File: src/scfr_pkg.sv
// ----------------------------------------------------------------------------
// scfr_pkg
// Shared types, codes and widths of the second-chance frame replacer.
// ----------------------------------------------------------------------------
package scfr_pkg;

	localparam int FRAME_W     = 6;
	localparam int PAGE_W      = 10;
	localparam int MODE_W      = 2;
	localparam int STATUS_W    = 2;
	localparam int FRAME_SLOTS = 1 << FRAME_W;
	localparam int TDATA_W     = 24;
	localparam int TUSER_W     = 2;
	localparam int PAD_W       = TDATA_W - FRAME_W - PAGE_W - 1;

	localparam int DEF_NUM_FRAMES = 64;
	localparam int DEF_NUM_PAGES  = 1024;

	localparam int QUEUE_DEPTH = 2;
	localparam int QPTR_W      = 1;
	localparam int QCNT_W      = 2;

	// input mode codes
	localparam logic [MODE_W-1:0] MODE_ASSIGN  = 2'd0;
	localparam logic [MODE_W-1:0] MODE_ACCESS  = 2'd1;
	localparam logic [MODE_W-1:0] MODE_REPLACE = 2'd2;

	// result status codes
	localparam logic [STATUS_W-1:0] STAT_DONE   = 2'd0;
	localparam logic [STATUS_W-1:0] STAT_VICTIM = 2'd1;
	localparam logic [STATUS_W-1:0] STAT_EMPTY  = 2'd2;

	typedef enum logic [1:0] {
		OP_NOP,
		OP_ASSIGN,
		OP_ACCESS,
		OP_REPLACE
	} op_t;

	typedef struct packed {
		op_t               op;
		logic [FRAME_W-1:0] frame;
		logic [PAGE_W-1:0]  page;
		logic               write;
	} cmd_t;

	typedef struct packed {
		logic [STATUS_W-1:0] status;
		logic [FRAME_W-1:0]  victim_frame;
		logic [PAGE_W-1:0]   victim_page;
		logic                write_back;
	} res_t;

	typedef enum logic [1:0] {
		S_IDLE,
		S_CHECK,
		S_REPORT
	} state_t;

endpackage

File: src/scfr_front.sv
// ----------------------------------------------------------------------------
// scfr_front
// Decode incoming words into engine commands and range-check their operands.
// ----------------------------------------------------------------------------
module scfr_front #(
	parameter int NUM_FRAMES = scfr_pkg::DEF_NUM_FRAMES,
	parameter int NUM_PAGES  = scfr_pkg::DEF_NUM_PAGES
) (
	input  logic                         s_tvalid,
	output logic                         s_tready,
	input  logic [scfr_pkg::TDATA_W-1:0] s_tdata,   // frame, page, write
	input  logic [scfr_pkg::TUSER_W-1:0] s_tuser,   // mode
	input  logic                         q_ready,
	output logic                         push,
	output scfr_pkg::cmd_t               cmd
);
	import scfr_pkg::*;

	logic [FRAME_W-1:0] frame;
	logic [PAGE_W-1:0]  page;
	logic               frame_ok;
	logic               page_ok;

	assign frame    = s_tdata[FRAME_W-1:0];
	assign page     = s_tdata[FRAME_W+PAGE_W-1:FRAME_W];
	assign frame_ok = 32'(frame) < 32'(NUM_FRAMES);
	assign page_ok  = 32'(page) < 32'(NUM_PAGES);

	assign s_tready = q_ready;
	assign push     = s_tvalid && q_ready;

	always_comb begin
		cmd.frame = frame;
		cmd.page  = page;
		cmd.write = s_tdata[FRAME_W+PAGE_W];
		unique case (s_tuser)
			MODE_ASSIGN:  cmd.op = (frame_ok && page_ok) ? OP_ASSIGN : OP_NOP;
			MODE_ACCESS:  cmd.op = frame_ok ? OP_ACCESS : OP_NOP;
			MODE_REPLACE: cmd.op = OP_REPLACE;
			default:      cmd.op = OP_NOP;
		endcase
	end

endmodule

File: src/scfr_queue.sv
// ----------------------------------------------------------------------------
// scfr_queue
// Two-entry command queue between the decoder and the replacement engine.
// ----------------------------------------------------------------------------
module scfr_queue (
	input  logic           clk,
	input  logic           arst_n,
	input  logic           push,
	input  scfr_pkg::cmd_t push_cmd,
	output logic           ready,
	input  logic           pop,
	output logic           valid,
	output scfr_pkg::cmd_t head_cmd
);
	import scfr_pkg::*;

	cmd_t              entry_q [QUEUE_DEPTH];
	logic [QPTR_W-1:0] wr_ptr_q;
	logic [QPTR_W-1:0] rd_ptr_q;
	logic [QCNT_W-1:0] fill_q;

	assign ready    = fill_q != QCNT_W'(QUEUE_DEPTH);
	assign valid    = fill_q != '0;
	assign head_cmd = entry_q[rd_ptr_q];

	always_ff @(posedge clk) begin
		if (push) begin
			entry_q[wr_ptr_q] <= push_cmd;
		end
	end

	always_ff @(posedge clk or negedge arst_n) begin
		if (!arst_n) begin
			wr_ptr_q <= '0;
			rd_ptr_q <= '0;
			fill_q   <= '0;
		end else begin
			if (push) begin
				wr_ptr_q <= wr_ptr_q + 1'b1;
			end
			if (pop) begin
				rd_ptr_q <= rd_ptr_q + 1'b1;
			end
			fill_q <= fill_q + QCNT_W'(push) - QCNT_W'(pop);
		end
	end

endmodule

File: src/scfr_back.sv
// ----------------------------------------------------------------------------
// scfr_back
// Replacement engine: arrival ring, page table, reference and dirty bits,
// second-chance scan and result register.
// ----------------------------------------------------------------------------
module scfr_back #(
	parameter int NUM_FRAMES = scfr_pkg::DEF_NUM_FRAMES
) (
	input  logic           clk,
	input  logic           arst_n,
	input  logic           cmd_valid,
	input  scfr_pkg::cmd_t cmd,
	output logic           cmd_pop,
	output logic           out_valid,
	input  logic           out_ready,
	output scfr_pkg::res_t res
);
	import scfr_pkg::*;

	localparam int RING_AW = $clog2(NUM_FRAMES);
	localparam int COUNT_W = $clog2(NUM_FRAMES + 1);

	function automatic logic [RING_AW-1:0] ring_inc(input logic [RING_AW-1:0] p);
		return (p == RING_AW'(NUM_FRAMES - 1)) ? '0 : p + 1'b1;
	endfunction

	state_t state_q, state_d;

	logic [FRAME_W-1:0] ring_mem [NUM_FRAMES];
	logic [PAGE_W-1:0]  page_mem [FRAME_SLOTS];
	logic [FRAME_W-1:0] ring_rd_q;
	logic [PAGE_W-1:0]  page_rd_q;

	logic [FRAME_SLOTS-1:0] ref_q;
	logic [FRAME_SLOTS-1:0] dirty_q;

	logic [RING_AW-1:0] head_q, head_d;
	logic [RING_AW-1:0] tail_q, tail_d;
	logic [COUNT_W-1:0] count_q, count_d;
	logic [FRAME_W-1:0] victim_q, victim_d;
	logic               wb_q, wb_d;

	logic               out_valid_q;
	res_t               res_q, res_d;
	logic               out_free;
	logic               out_load;

	logic               ring_we, ring_re;
	logic [RING_AW-1:0] ring_wa, ring_ra;
	logic [FRAME_W-1:0] ring_wd;
	logic               page_we, page_re;
	logic [FRAME_W-1:0] page_addr;
	logic               ref_we, ref_wd;
	logic [FRAME_W-1:0] ref_wa;
	logic               dirty_we, dirty_wd;
	logic [FRAME_W-1:0] dirty_wa;
	logic [FRAME_W-1:0] slot_frame;

	assign out_free   = !out_valid_q || out_ready;
	assign out_valid  = out_valid_q;
	assign res        = res_q;
	assign slot_frame = ring_rd_q;

	always_comb begin
		state_d  = state_q;
		cmd_pop  = 1'b0;
		out_load = 1'b0;
		res_d    = '0;
		ring_we  = 1'b0;
		ring_wa  = tail_q;
		ring_wd  = cmd.frame;
		ring_re  = 1'b0;
		ring_ra  = head_q;
		page_we  = 1'b0;
		page_re  = 1'b0;
		page_addr = cmd.frame;
		ref_we   = 1'b0;
		ref_wa   = cmd.frame;
		ref_wd   = 1'b0;
		dirty_we = 1'b0;
		dirty_wa = cmd.frame;
		dirty_wd = 1'b0;
		head_d   = head_q;
		tail_d   = tail_q;
		count_d  = count_q;
		victim_d = victim_q;
		wb_d     = wb_q;
		unique case (state_q)
			S_IDLE: begin
				if (cmd_valid && out_free) begin
					cmd_pop      = 1'b1;
					out_load     = 1'b1;
					res_d.status = STAT_DONE;
					unique case (cmd.op)
						OP_NOP: begin
						end
						OP_ASSIGN: begin
							if (count_q != COUNT_W'(NUM_FRAMES)) begin
								ring_we  = 1'b1;
								page_we  = 1'b1;
								ref_we   = 1'b1;
								dirty_we = 1'b1;
								tail_d   = ring_inc(tail_q);
								count_d  = count_q + 1'b1;
							end
						end
						OP_ACCESS: begin
							ref_we   = 1'b1;
							ref_wd   = 1'b1;
							dirty_we = cmd.write;
							dirty_wd = 1'b1;
						end
						OP_REPLACE: begin
							if (count_q == '0) begin
								res_d.status = STAT_EMPTY;
							end else begin
								// fetch the oldest frame, result follows the scan
								out_load = 1'b0;
								ring_re  = 1'b1;
								state_d  = S_CHECK;
							end
						end
					endcase
				end
			end
			S_CHECK: begin
				if (ref_q[slot_frame]) begin
					// second chance: clear, rotate to the tail, look at the next one
					ref_we  = 1'b1;
					ref_wa  = slot_frame;
					ring_we = 1'b1;
					ring_wd = slot_frame;
					tail_d  = ring_inc(tail_q);
					head_d  = ring_inc(head_q);
					ring_re = 1'b1;
					ring_ra = head_d;
				end else begin
					page_re   = 1'b1;
					page_addr = slot_frame;
					victim_d  = slot_frame;
					wb_d      = dirty_q[slot_frame];
					head_d    = ring_inc(head_q);
					count_d   = count_q - 1'b1;
					state_d   = S_REPORT;
				end
			end
			S_REPORT: begin
				if (out_free) begin
					out_load           = 1'b1;
					res_d.status       = STAT_VICTIM;
					res_d.victim_frame = victim_q;
					res_d.victim_page  = page_rd_q;
					res_d.write_back   = wb_q;
					state_d            = S_IDLE;
				end
			end
			default: begin
				state_d = S_IDLE;
			end
		endcase
	end

	// ring memory: one write and one read port, read data bypassed on a clash
	always_ff @(posedge clk) begin
		if (ring_we) begin
			ring_mem[ring_wa] <= ring_wd;
		end
		if (ring_re) begin
			ring_rd_q <= (ring_we && ring_wa == ring_ra) ? ring_wd : ring_mem[ring_ra];
		end
	end

	always_ff @(posedge clk) begin
		if (page_we) begin
			page_mem[page_addr] <= cmd.page;
		end
		if (page_re) begin
			page_rd_q <= page_mem[page_addr];
		end
	end

	always_ff @(posedge clk) begin
		victim_q <= victim_d;
		wb_q     <= wb_d;
		if (out_load) begin
			res_q <= res_d;
		end
	end

	always_ff @(posedge clk or negedge arst_n) begin
		if (!arst_n) begin
			state_q     <= S_IDLE;
			head_q      <= '0;
			tail_q      <= '0;
			count_q     <= '0;
			ref_q       <= '0;
			dirty_q     <= '0;
			out_valid_q <= 1'b0;
		end else begin
			state_q <= state_d;
			head_q  <= head_d;
			tail_q  <= tail_d;
			count_q <= count_d;
			if (ref_we) begin
				ref_q[ref_wa] <= ref_wd;
			end
			if (dirty_we) begin
				dirty_q[dirty_wa] <= dirty_wd;
			end
			if (out_load) begin
				out_valid_q <= 1'b1;
			end else if (out_ready) begin
				out_valid_q <= 1'b0;
			end
		end
	end

`ifndef NO_ASSERTIONS
	a_count_bound: assert property (@(posedge clk) disable iff (!arst_n)
		count_q <= COUNT_W'(NUM_FRAMES))
		else $error("ring count beyond frame total");

	a_empty_aligned: assert property (@(posedge clk) disable iff (!arst_n)
		(count_q == '0) |-> (head_q == tail_q))
		else $error("empty ring with head and tail apart");

	a_scan_nonempty: assert property (@(posedge clk) disable iff (!arst_n)
		(state_q == S_CHECK) |-> (count_q != '0))
		else $error("scan running on an empty ring");

	a_pop_idle: assert property (@(posedge clk) disable iff (!arst_n)
		cmd_pop |-> (state_q == S_IDLE && !(out_valid_q && !out_ready)))
		else $error("command taken while engine busy");

	a_report_victim: assert property (@(posedge clk) disable iff (!arst_n)
		(state_q == S_REPORT && out_free) |=> (out_valid_q && res_q.status == STAT_VICTIM))
		else $error("victim report lost");
`endif

endmodule

File: src/second_chance_frame_replacer.sv
// ----------------------------------------------------------------------------
// second_chance_frame_replacer: second-chance page replacement over a FIFO ring
// Assign, access, ignored words, empty replace: queue entry, result register, m_tvalid.
// Replace: queue entry, head fetch, one frame scanned a cycle, page read, result register.
// Throughput: one single-step word a cycle while m_tready is high and no replace runs.
// Reset (arst_n low): ring empty, all reference and dirty bits clear, no results.
// ----------------------------------------------------------------------------
module second_chance_frame_replacer #(
	parameter int NUM_FRAMES = scfr_pkg::DEF_NUM_FRAMES,
	parameter int NUM_PAGES  = scfr_pkg::DEF_NUM_PAGES
) (
	input  logic                         clk,
	input  logic                         arst_n,
	// input words
	input  logic                         s_tvalid,
	output logic                         s_tready,
	input  logic [scfr_pkg::TDATA_W-1:0] s_tdata,  // [5:0] frame, [15:6] page, [16] write
	input  logic [scfr_pkg::TUSER_W-1:0] s_tuser,  // [1:0] mode
	// result words
	output logic                         m_tvalid,
	input  logic                         m_tready,
	output logic [scfr_pkg::TDATA_W-1:0] m_tdata,  // [5:0] victim_frame, [15:6] victim_page,
	                                               // [16] write_back
	output logic [scfr_pkg::TUSER_W-1:0] m_tuser   // [1:0] status
);
	import scfr_pkg::*;

	// Front end: decode the mode and range-check frame and page. Out-of-range
	// assigns and accesses, and the unused mode, become no-ops that still
	// return a done word.
	cmd_t front_cmd;
	logic front_push;
	logic q_ready;

	// Queue to engine
	cmd_t q_cmd;
	logic q_valid;
	logic q_pop;

	res_t res;

	scfr_front #(
		.NUM_FRAMES (NUM_FRAMES),
		.NUM_PAGES  (NUM_PAGES)
	) u_front (
		.s_tvalid (s_tvalid),
		.s_tready (s_tready),
		.s_tdata  (s_tdata),
		.s_tuser  (s_tuser),
		.q_ready  (q_ready),
		.push     (front_push),
		.cmd      (front_cmd)
	);

	// Short queue: lets the front keep accepting words, up to its two entries, while the engine is
	// busy scanning for a victim.
	scfr_queue u_queue (
		.clk      (clk),
		.arst_n   (arst_n),
		.push     (front_push),
		.push_cmd (front_cmd),
		.ready    (q_ready),
		.pop      (q_pop),
		.valid    (q_valid),
		.head_cmd (q_cmd)
	);

	// Engine: assign and access finish in the idle state; replace fetches the head of the
	// ring, rotates referenced frames to the tail one per cycle, then reads
	// the victim's page and reports it from the result register.
	scfr_back #(
		.NUM_FRAMES (NUM_FRAMES)
	) u_back (
		.clk       (clk),
		.arst_n    (arst_n),
		.cmd_valid (q_valid),
		.cmd       (q_cmd),
		.cmd_pop   (q_pop),
		.out_valid (m_tvalid),
		.out_ready (m_tready),
		.res       (res)
	);

	// Pack the result word, zero-filled to whole bytes
	assign m_tdata = {{PAD_W{1'b0}}, res.write_back, res.victim_page, res.victim_frame};
	assign m_tuser = res.status;

endmodule
File: config.mk
export PLATFORM = sky130hd
export DESIGN_NAME = second_chance_frame_replacer
export DESIGN_NICKNAME = d
export VERILOG_FILES = /design/src/scfr_pkg.sv /design/src/scfr_front.sv /design/src/scfr_queue.sv /design/src/scfr_back.sv /design/src/second_chance_frame_replacer.sv
export SDC_FILE = /design/constraint.sdc
export NUM_CORES = 1
export LEC_CHECK = 0
export ABC_CLOCK_PERIOD_IN_PS = 5850
export BUFFER_PORTS_ARGS = -buffer_cell sky130_fd_sc_hd__buf_4
export CAP_MARGIN = 20
export CELL_PAD_IN_SITES_DETAIL_PLACEMENT = 0
export CELL_PAD_IN_SITES_GLOBAL_PLACEMENT = 1
export CORE_MARGIN = 4
export CORE_UTILIZATION = 40
export CTS_BUF_LIST = sky130_fd_sc_hd__clkbuf_4
export DETAILED_ROUTE_END_ITERATION = 6
export PLACE_DENSITY_LB_ADDON = 0.3
export SETUP_SLACK_MARGIN = 0.05
export SYNTH_ARGS = -nofsm -noshare
export SYNTH_HDL_FRONTEND = slang
export SYNTH_SLANG_ARGS = --single-unit
File: constraint.sdc
create_clock -name clk -period 5.85 [get_ports clk]
set_clock_uncertainty 0.15 [all_clocks]
set_input_delay 1.17 -clock clk [delete_from_list [all_inputs] [get_ports clk]]
set_output_delay 1.17 -clock clk [all_outputs]
set_load 0.01 [all_outputs]
# Word level (Yosys, flattened, before mapping)
# Memories as Yosys holds them, arrays and structs flattened. A register that Yosys moved wholly into a read port is not among the register bits.
# Index checks and enable logic that the tools add are counted.
[word_totals] mem_bits_rw=1062 input_bits=30 output_inout_bits=28 n_memories=3 regBits=180 wordCells=145
[mem_list] name="u_back.page_mem" depth=64 word_bits=10 rd=1 rd_clocked_by_memory_dff=1 wr=1 line_no="scfr_back.sv:30" rtl="logic [PAGE_W-1:0] page_mem [FRAME_SLOTS];"
[mem_list] name="u_back.ring_mem" depth=64 word_bits=6 rd=1 rd_clocked_by_memory_dff=1 wr=1 line_no="scfr_back.sv:29" rtl="logic [FRAME_W-1:0] ring_mem [NUM_FRAMES];"
[mem_list] name="u_queue.entry_q" depth=2 word_bits=19 rd=1 rd_clocked_by_memory_dff=0 wr=1 line_no="scfr_queue.sv:17" rtl="cmd_t entry_q [QUEUE_DEPTH];"
[classes] n_bitwise=1 muxes=76 n_reduce_logical=17 eq_ne=19 n_lt_le_gt_ge=5 add_sub_neg=8
[ops] op="bitwise mux 64 bit" n=2
[ops] op="two-way mux 6 bit" n=12
[ops] op="two-way mux 1 bit" n=34
[ops] op="two-way mux 7 bit" n=4
[ops] op="< comparator 6 x 7 -> 1 bit (second input constant)" n=3
[ops] op="two-way mux 18 bit" n=1
[ops] op="two-way mux 2 bit" n=8
[ops] op="AND reduction 5 bit" n=3
[ops] op="case mux 7 bit (2 select lines)" n=1
[ops] op="adder 6 x 1 -> 6 bit (second input constant)" n=2
[ops] op="binary-select mux 1 bit (select 6 bit)" n=2
[ops] op="demux 1 bit (select 6 bit)" n=2
[ops] op="== test 6 bit (second input constant)" n=2
[ops] op=">= comparator 6 x 1 -> 1 bit (second input constant)" n=2
[ops] op="case mux 1 bit (2 select lines)" n=6
[ops] op="case mux 2 bit (3 select lines)" n=2
[ops] op="case mux 6 bit (2 select lines)" n=1
[ops] op="inequality test 2 bit (second input constant)" n=5
[ops] op="== test 2 bit (second input constant)" n=4
[ops] op="inequality test 2 x 1 -> 1 bit (second input constant)" n=4
[ops] op="adder 7 x 1 -> 7 bit (second input constant)" n=1
[ops] op="zero test 7 bit" n=1
[ops] op="inequality test 7 bit (second input constant)" n=1
[ops] op="subtractor 7 x 1 -> 7 bit (second input constant)" n=1
[ops] op="other kinds (12)" n=22

# Depth between registers and ports, before layout
# Gate-level depths: netlist of the first run.
[depth] ltp_word=9 depth_mapped=20 ltp_nobuf=13

# Cells and area by module
# Synthesis of the first run repeated with hierarchy kept, for this count alone.
[hier_totals] hier_cells=3083 hier_area_um2=50483.4
[by_module_without_submodules] module="scfr_back" area_each_um2=48599.1 cells_per_inst=2977 n_inst=1
[by_module_without_submodules] module="scfr_queue" area_each_um2=1647.8 cells_per_inst=74 n_inst=1
[by_module_without_submodules] module="scfr_front" area_each_um2=180.2 cells_per_inst=24 n_inst=1
[by_module_without_submodules] module="second_chance_frame_replacer" area_each_um2=56.3 cells_per_inst=8 n_inst=1

# Worst setup path before layout of the first run
# Ideal clock, no wire load.
[synth_path] kind="register to register" from="register u_queue.rd_ptr_q" to="register u_back.ref_q[55]" setup_slack_ps=1656 arrival_ps=3916 stages_incl_launch_ff=15 period_less_slack_ps=4194 path_cell_list="dfrtp_1 > clkbuf_1 > buf_1 > buf_1 > mux2i_1 > ha_1 > o21ai_0 > nor2_1 > buf_2 > nor2_1 > o31ai_1 > nand3_1 > nor2_1 > nand4_1 > mux2_1"
[synth_via] elab_chain_len=8 elab_cells_between_ends=17 cone_classes="order compare: 2; eq/ne: 2; mux: 11; reduce/logical: 1; memory: 1"
[synth_lines] element="start: declaration" line_no="scfr_queue.sv:19" rtl="logic [QPTR_W-1:0] rd_ptr_q;"
[synth_lines] element="start signal: assignment" line_no="scfr_queue.sv:42" rtl="rd_ptr_q <= rd_ptr_q + 1'b1;"
[synth_lines] element="memory read (2 x 19 bit) *"
[synth_lines] element="two-way mux 6 bit" line_no="scfr_back.sv:127" rtl="if (ref_q[slot_frame]) begin"
[synth_lines] element="two-way mux 6 bit" line_no="scfr_back.sv:88" rtl="unique case (state_q)"
[synth_lines] element="< comparator 6 x 7 -> 1 bit (implied by the code) / >= comparator 6 x 1 -> 1 bit (equally long branches)" line_no="scfr_back.sv:205" rtl="ref_q[ref_wa] <= ref_wd;"
[synth_lines] element="logical AND 1 bit (implied by the code)" line_no="scfr_back.sv:205"
[synth_lines] element="two-way mux 1 bit (implied by the code)" line_no="scfr_back.sv:205"
[synth_lines] element="demux 1 bit (select 6 bit)"
[synth_lines] element="bitwise mux 64 bit" line_no="scfr_back.sv:205"
[synth_lines] element="end signal: indexed assignment" line_no="scfr_back.sv:205"
[synth_lines] element="end: declaration" line_no="scfr_back.sv:34" rtl="logic [FRAME_SLOTS-1:0] ref_q;"
# Mark *: on every way between the ends. The rest lies on a longest branch, timed or not.
# A chain may end at the register's enable or synchronous reset.

# Worst setup path after layout of the first run
[layout_path] from="register u_back.ring_rd_q[0] (read register of u_back.ring_mem)" to="register u_back.ring_rd_q[4] (read register of u_back.ring_mem), data pin"
[layout_via] elab_chain_len=4 elab_cells_between_ends=6 cone_classes="mux: 6"
[layout_lines] element="start: declaration" line_no="scfr_back.sv:31" rtl="logic [FRAME_W-1:0] ring_rd_q;"
[layout_lines] element="binary-select mux 1 bit (select 6 bit) *" line_no="scfr_back.sv:127"
[layout_lines] element="two-way mux 1 bit (implied by the code) *" line_no="scfr_back.sv:127"
[layout_lines] element="two-way mux 1 bit / two-way mux 6 bit (equally long branches)" line_no="scfr_back.sv:127"
[layout_lines] element="case mux 1 bit (2 select lines) / two-way mux 6 bit (equally long branches)" line_no="scfr_back.sv:88"
# Mark *: on every way between the ends. The rest lies on a longest branch, timed or not. The select of a mux whose other input is x is not followed.

==> results of run 1 <==
## how the worst max path moves through the flow
stage / startpoint / end / slack [ns] / depth (start not counted)
final: u_back.ring_rd_q[0] / u_back.ring_rd_q[4] / 0.71 / 14
after global placement: u_back.ring_rd_q[2] / u_back.ring_rd_q[5] / 0.77 / 14
after CTS: u_back.ring_rd_q[0] / u_back.ring_rd_q[4] / 0.77 / 14
after global routing: u_back.ring_rd_q[0] / u_back.ring_rd_q[5] / 0.50 / 14
after floorplan: u_queue.rd_ptr_q / u_back.ref_q[55] / 1.66 / 14
after detailed placement: u_back.ring_rd_q[0] / u_back.ring_rd_q[4] / 0.80 / 14
## cell families after synthesis
kind of cell	synth area share, %
multiplexers	5.903
AND/OR/NAND/NOR	5.700
other	0.007408
adder cells (fa/ha/maj)	0.3856
flip-flops	73.10
AO/OA/AOI/OAI	12.12
XOR/XNOR	0.3930
buffers and inverters	2.390
## flip-flops by register name, indices dropped and copies added, names as in the netlist
name,count
u_queue.rd_ptr_q,1
u_back.victim_q,6
u_back.state_q,2
u_back.ref_q,64
u_queue.wr_ptr_q,1
u_back.ring_mem,384
u_back.head_q,6
u_back.count_q,7
u_queue.fill_q,2
u_queue.entry_q,38
u_back.dirty_q,64
u_back.wb_q,1
u_back.ring_rd_q,6
u_back.page_rd_q,10
u_back.res,19
u_back.page_mem,640
u_back.ring_wa,6
u_back.out_valid,1
## cell type report
cell class | instances | area, um^2
well taps | 1650 | 2064
inverters | 27 | 101.3
clock buffers | 513 | 3851
fillers | 11137 | 67390
clock inverters | 55 | 290.3
multi-input cells | 1733 | 12590
flip-flops and latches | 1258 | 37010
diodes | 7 | 17.52
repair buffers | 276 | 2424
## cells in the final DEF, fill, tap and decap left out, types with 11 or more instances in the layout
master	netlist	layout
a2111oi_0	14	14
a211oi_1	31	31
a21oi_1	26	25
a221oi_1	80	80
a22o_1	82	82
a22oi_1	186	186
a31oi_1	103	98
and2_1	23	23
and3_1	50	50
buf_12	3	22
buf_4	13	232
clkbuf_4	1	513
clkinv_1	1	48
dfrtp_1	154	154
dlygate4sd3_1	0	18
edfxtp_1	1104	1104
ha_1	14	14
inv_1	21	21
mux2_2	35	35
mux2i_1	140	137
mux4_2	36	36
nand2_1	225	223
nand2b_1	15	15
nand3_1	47	47
nor2_1	161	159
nor2b_1	11	11
nor3_1	20	20
nor4_1	23	22
o21ai_0	128	126
o31ai_1	101	101
xnor2_1	14	14
## metal layers
layer	GRT usage [%]	wire, um
met3	4.302	8665
met4	7.697	4084
met5	0	0
met1	27.26	58390
met2	33.56	66180
## cell usage after synthesis (11+ instances only)
| master | count |
|---|---|
| mux4_2 | 36 |
| a21oi_1 | 26 |
| and2_1 | 23 |
| o21ai_0 | 128 |
| xnor2_1 | 14 |
| buf_1 | 22 |
| buf_6 | 15 |
| edfxtp_1 | 1104 |
| o31ai_1 | 101 |
| a22oi_1 | 186 |
| nand2b_1 | 15 |
| a31oi_1 | 103 |
| nand3_1 | 47 |
| nand2_1 | 225 |
| mux2_2 | 35 |
| mux2i_1 | 140 |
| nor2_1 | 161 |
| nor4_1 | 23 |
| buf_2 | 55 |
| dfrtp_1 | 154 |
| a221oi_1 | 80 |
| a2111oi_0 | 14 |
| a211oi_1 | 31 |
| nor3_1 | 20 |
| a22o_1 | 82 |
| clkbuf_1 | 107 |
| ha_1 | 14 |
| inv_1 | 21 |
| nor2b_1 | 11 |
| buf_4 | 13 |
| and3_1 | 50 |
## critical path, cell delays in order (launching register included)
cell,delay (ns)
edfxtp_1,0.56
buf_12,0.29
mux2i_1,0.12
a22oi_1,0.29
a21oi_1,0.13
nor3_2,0.31
and3_1,0.54
o21ai_4,0.21
nand2_8,0.33
buf_12,0.37
mux2i_1,0.13
mux4_1,0.57
mux2i_1,0.35
a32oi_1,0.10
o211ai_1,0.31
## metrics by stage
step,hold slack [ns],cell area [um^2],std cells,total power [uW]
finish,0.2263,58340,5519,29840
global route,0.1419,58340,5518,31330
CTS,0.1069,58330,5512,30110
detailed placement,0.3383,54010,4926,22510
global placement,0.3271,53960,4923,22420
floorplan,0.2744,50640,3235,18080
## what timing repair did
action                    CTS  global route
hold buffers               18             0
hold endpoints to repair  118             0
gates resized for setup     0             0
## power by group
group	switching [uW]	total, uW	internal (uW)
clock	3450	7530	4090
sequential	323	11900	11600
combinational	7090	10400	3320
total	10900	29800	19000
==> impl_metrics.tcl, run 1 <==
set metrics [dict create \
    grt_pass1_wl_um 202200 \
    setup_ws_ns 0.7139 \
    syn_avg_cell_area_um2 15.68 \
    required_ns 6.57 \
    clk_pin_slew_ns 0.06 \
    synth_top_area_share_pct 65.49 \
    start_util_pct 40.26 \
    root_buffer "clkbuf_4" \
    hold_viol 0 \
    worstMarginPinSlew_ns 1.124 \
    power_density_nw_per_um2 511.4 \
    io_pins 58 \
    clock_sinks 1258 \
    num_vias 31108 \
    yosysWarnings 0 \
    syn_inst 3229 \
    drtIter0Drc 3163 \
    post_cts_buffers 0 \
    rsz0062_at_grt "false" \
    numCtsBuffers 344 \
    finalSetupViolCount 0 \
    gr-total-overflow 0 \
    syn_area_um2 50620 \
    clk_latency_ns 1.21 \
    drv_slew 0 \
    area_delta_synth_final_pct 15.26 \
    rows 130 \
    ys_seq_area_share_pct 73.10 \
    die_x_um 363.7 \
    reg2reg_to "u_back.ring_rd_q[4]" \
    synthFlopType "edfxtp_1" \
    p_leak_uw 0.02007 \
    grt_antenna_before_repair 3 \
    vias_per_cell 5.637 \
    worstHoldPathCells 3 \
    worstHoldEndpoint "u_queue.wr_ptr_q" \
    drc 0 \
    layout_min_cycle_time_ns 5.136 \
    firstDrtPassIters 7 \
    dp_worst_setup_slack_ns 0.8015 \
    hpwl_um 84110 \
    yosys.cell_types.count 88 \
    worstSetupPathType "flop to flop" \
    cts_buffer_depth 4 \
    gp_congestion 0.8148 \
    track_usage_pct 20.57 \
    ff2ff_setup_slack_ns 0.71 \
    ant_nets 0 \
    rr_worst_depth 14 \
    async_flop_share_pct 12.24 \
    port-buffer-count 43 \
    drv_cap 0 \
    status "complete, no violations" \
    coreArea_um2 125700 \
    wl_um 137300 \
    synth_edf_count 1104 \
    tns_ns 0 \
    timing.rr.start "u_back.ring_rd_q[0]" \
    timing.fmax_ghz 0.1947 \
    yosys.area.top_type "edfxtp_1" \
    grt_max_degree 87 \
    synth_area_leaders "edfxtp_1 (65%), dfrtp_1 (7.6%), mux2i_1 (2.8%), a22oi_1 (2.8%), nand2_1 (1.7%)" \
    critPathCaptureType "flop" \
    dieArea_um2 132300 \
    grt_pass1_vias 31267 \
    cts_max_level 5 \
    crit_fanout 53 \
    fin_nets 3685 \
    wl_per_cell_um 24.88 \
    dieHeight_um 363.7 \
    max_slew_margin_pct 24.77 \
    cts_tree "done" \
    peakVddDrop_mv 0.2742 \
    layout-drive-gt1-share_pct 23.61 \
    final_core_utilization_pct 46.40 \
    fin_crit_sh_pct 87.80 \
    hp-class "input port to flop" \
    arrival_ns 5.86 \
    start_kind "flop" \
    ys_seq_elements 1258 \
    hold_start "s_tvalid" \
]
(Power assumes the default switching activity.)
==> inputs of run 2 (changes only) <==
CTS_BUF_LIST = sky130_fd_sc_hd__clkbuf_8 sky130_fd_sc_hd__clkbuf_16   (was sky130_fd_sc_hd__clkbuf_4)
==> run 2 against run 1 <==
Net effect: cell area hardly changed; worst setup slack better by 0.0058 ns; flip-flop and latch count unchanged; register-to-register slack barely moved; combinational power about the same.
==> impl_metrics.tcl, run 2 (synthesized netlist as in run 1, its figures left out) <==
set metrics [dict create \
    clk_pin_slew_ns 0.06 \
    regMostFlops "u_back.page_mem" \
    drc 0 \
    io_pins 58 \
    peakVddDrop_mv 0.3137 \
    port-buffer-count 43 \
    post_cts_buffers 0 \
    required_ns 6.14 \
    coreArea_um2 125700 \
    max_slew_margin_pct 23.74 \
    numCtsBuffers 136 \
    die_x_um 363.7 \
    critPathSlowestCell "mux4_2" \
    path_cells "buf_12 -> mux2i_1 -> a22oi_1 -> a21oi_1 -> nor3_2 -> nand3_2 -> and3_4 -> nor2_4 -> buf_12 -> mux4_2 -> a32oi_1 -> nand3_1 -> nand4_1 -> nand3_1" \
    hp-class "input port to asynchronous set/reset pin" \
    place_area_um2 54010 \
    fin_crit_sh_pct 87.70 \
    wl_per_cell_um 26.26 \
    critPathCaptureType "flop" \
    clock_sinks 1258 \
    pwr-share-clk_pct 27.1 \
    rsz0062_at_grt "false" \
    p_leak_uw 0.01973 \
    drtIter0Drc 3068 \
    hold_viol 0 \
    crit_fanout 39 \
    cts_max_level 4 \
    timing.fmax_ghz 0.1949 \
    gp_congestion 0.8148 \
    power_frac_comb_pct 34.0 \
    vias_per_cell 5.739 \
    tns_ns 0 \
    p_sw_uw 11020 \
    hpwl_um 84110 \
    track_usage_pct 20.31 \
    firstDrtPassIters 5 \
    antenna_cells 0 \
    fin_nets 3460 \
    dieHeight_um 363.7 \
    ant_nets 0 \
    gr-total-overflow 0 \
    path_buf_inv 2 \
    root_buffer "clkbuf_16" \
    arrival_ns 5.42 \
    internal_power_uw 19580 \
    cts_resized 0 \
    start_kind "flop" \
    largest_reg_flops 640 \
    status "complete, no violations" \
    worstSetupPathType "flop to flop" \
    drv_slew 0 \
    area_delta_synth_final_pct 15.33 \
    cpPeakStageDelay_ns 0.58 \
    grt_pass1_vias 29256 \
    rows 130 \
    p_sw_share_pct 36.01 \
    finalSetupViolCount 0 \
    fin_area_um2 58380 \
    drv_cap 0 \
    cts_buffer_depth 3 \
    wl_um 135700 \
    crit_family "simple AND/OR/NAND/NOR gates" \
    layout-drive-gt1-share_pct 16.57 \
    top_regs "u_back.page_mem: 640 flops, u_back.ring_mem: 384 flops" \
    grt_antenna_before_repair 3 \
    worstMarginPinSlew_ns 1.140 \
    grt_max_degree 87 \
    nFillCells 10899 \
    seq_power_share_pct 38.9 \
    layout_min_cycle_time_ns 5.130 \
    total_power_uw 30610 \
    mostFrequentLayoutCells "edfxtp_1 (1,104), buf_4 (233), nand2_1 (223), a22oi_1 (186), nor2_1 (159)" \
    power_density_nw_per_um2 524.2 \
    num_vias 29665 \
    grt_pass1_wl_um 199000 \
    cts_tree "done" \
    final_common_cell "edfxtp_1" \
    cts_hold_repair.buffers 0 \
    dieArea_um2 132300 \
    start_util_pct 40.26 \
    clk_latency_ns 0.76 \
]
run 2: area by class of cell:
cell class	count	area, um^2	area share [%]
clock buffers	146	3563	6.104
clock inverters	96	804.5	1.378
inverters	27	101.3	0.1736
multi-input cells	1733	12590	21.57
flip-flops and latches	1258	37010	63.39
well taps	1650	2064	3.536
repair buffers	259	2251	3.856
run 2: power by group through the flow:
stage               clock network, uW  registers (uW)  logic, uW
floorplan                           0           11900       6140
global placement                    0           12100      10400
detailed placement                  0           12100      10400
CTS                              8450           11900      10500
global route                     8860           11900      11100
finish                           8300           11900      10400
run 2: worst paths after layout:
path	startpoint	endpoint	slack (ns)	cells past startpoint
max	u_back.ring_rd_q[0]	u_back.ring_rd_q[5]	0.72	14
min reg2reg	u_back.ref_q[16]	u_back.ref_q[16]	0.35	1
min	arst_n	u_back.dirty_q[52]	0.34	1
max in group asynchronous	arst_n	u_back.out_valid	4.14	2
max reg2reg	u_back.ring_rd_q[0]	u_back.ring_rd_q[5]	0.72	14
min in group clk	u_back.ref_q[16]	u_back.ref_q[16]	0.35	1
run 2: metal layers:
layer | track usage (%) | share of wire [%]
met3 | 3.420 | 5.8
met5 | 0 | 0.0066
met1 | 27.94 | 43
met2 | 32.90 | 48
met4 | 6.974 | 2.9
run 2: per-stage QoR:
stage               setup slack [ns]  hold WS (ns)  instances  util, %
finish                        0.7197        0.3410       5169    46.43
floorplan                      1.656        0.2744       3235        -
CTS                           0.7689        0.3272       5168    46.43
detailed placement            0.8015        0.3383       4926    42.95
global route                  0.5029        0.3702       5169    46.43
global placement              0.7750        0.3271       4923    42.91
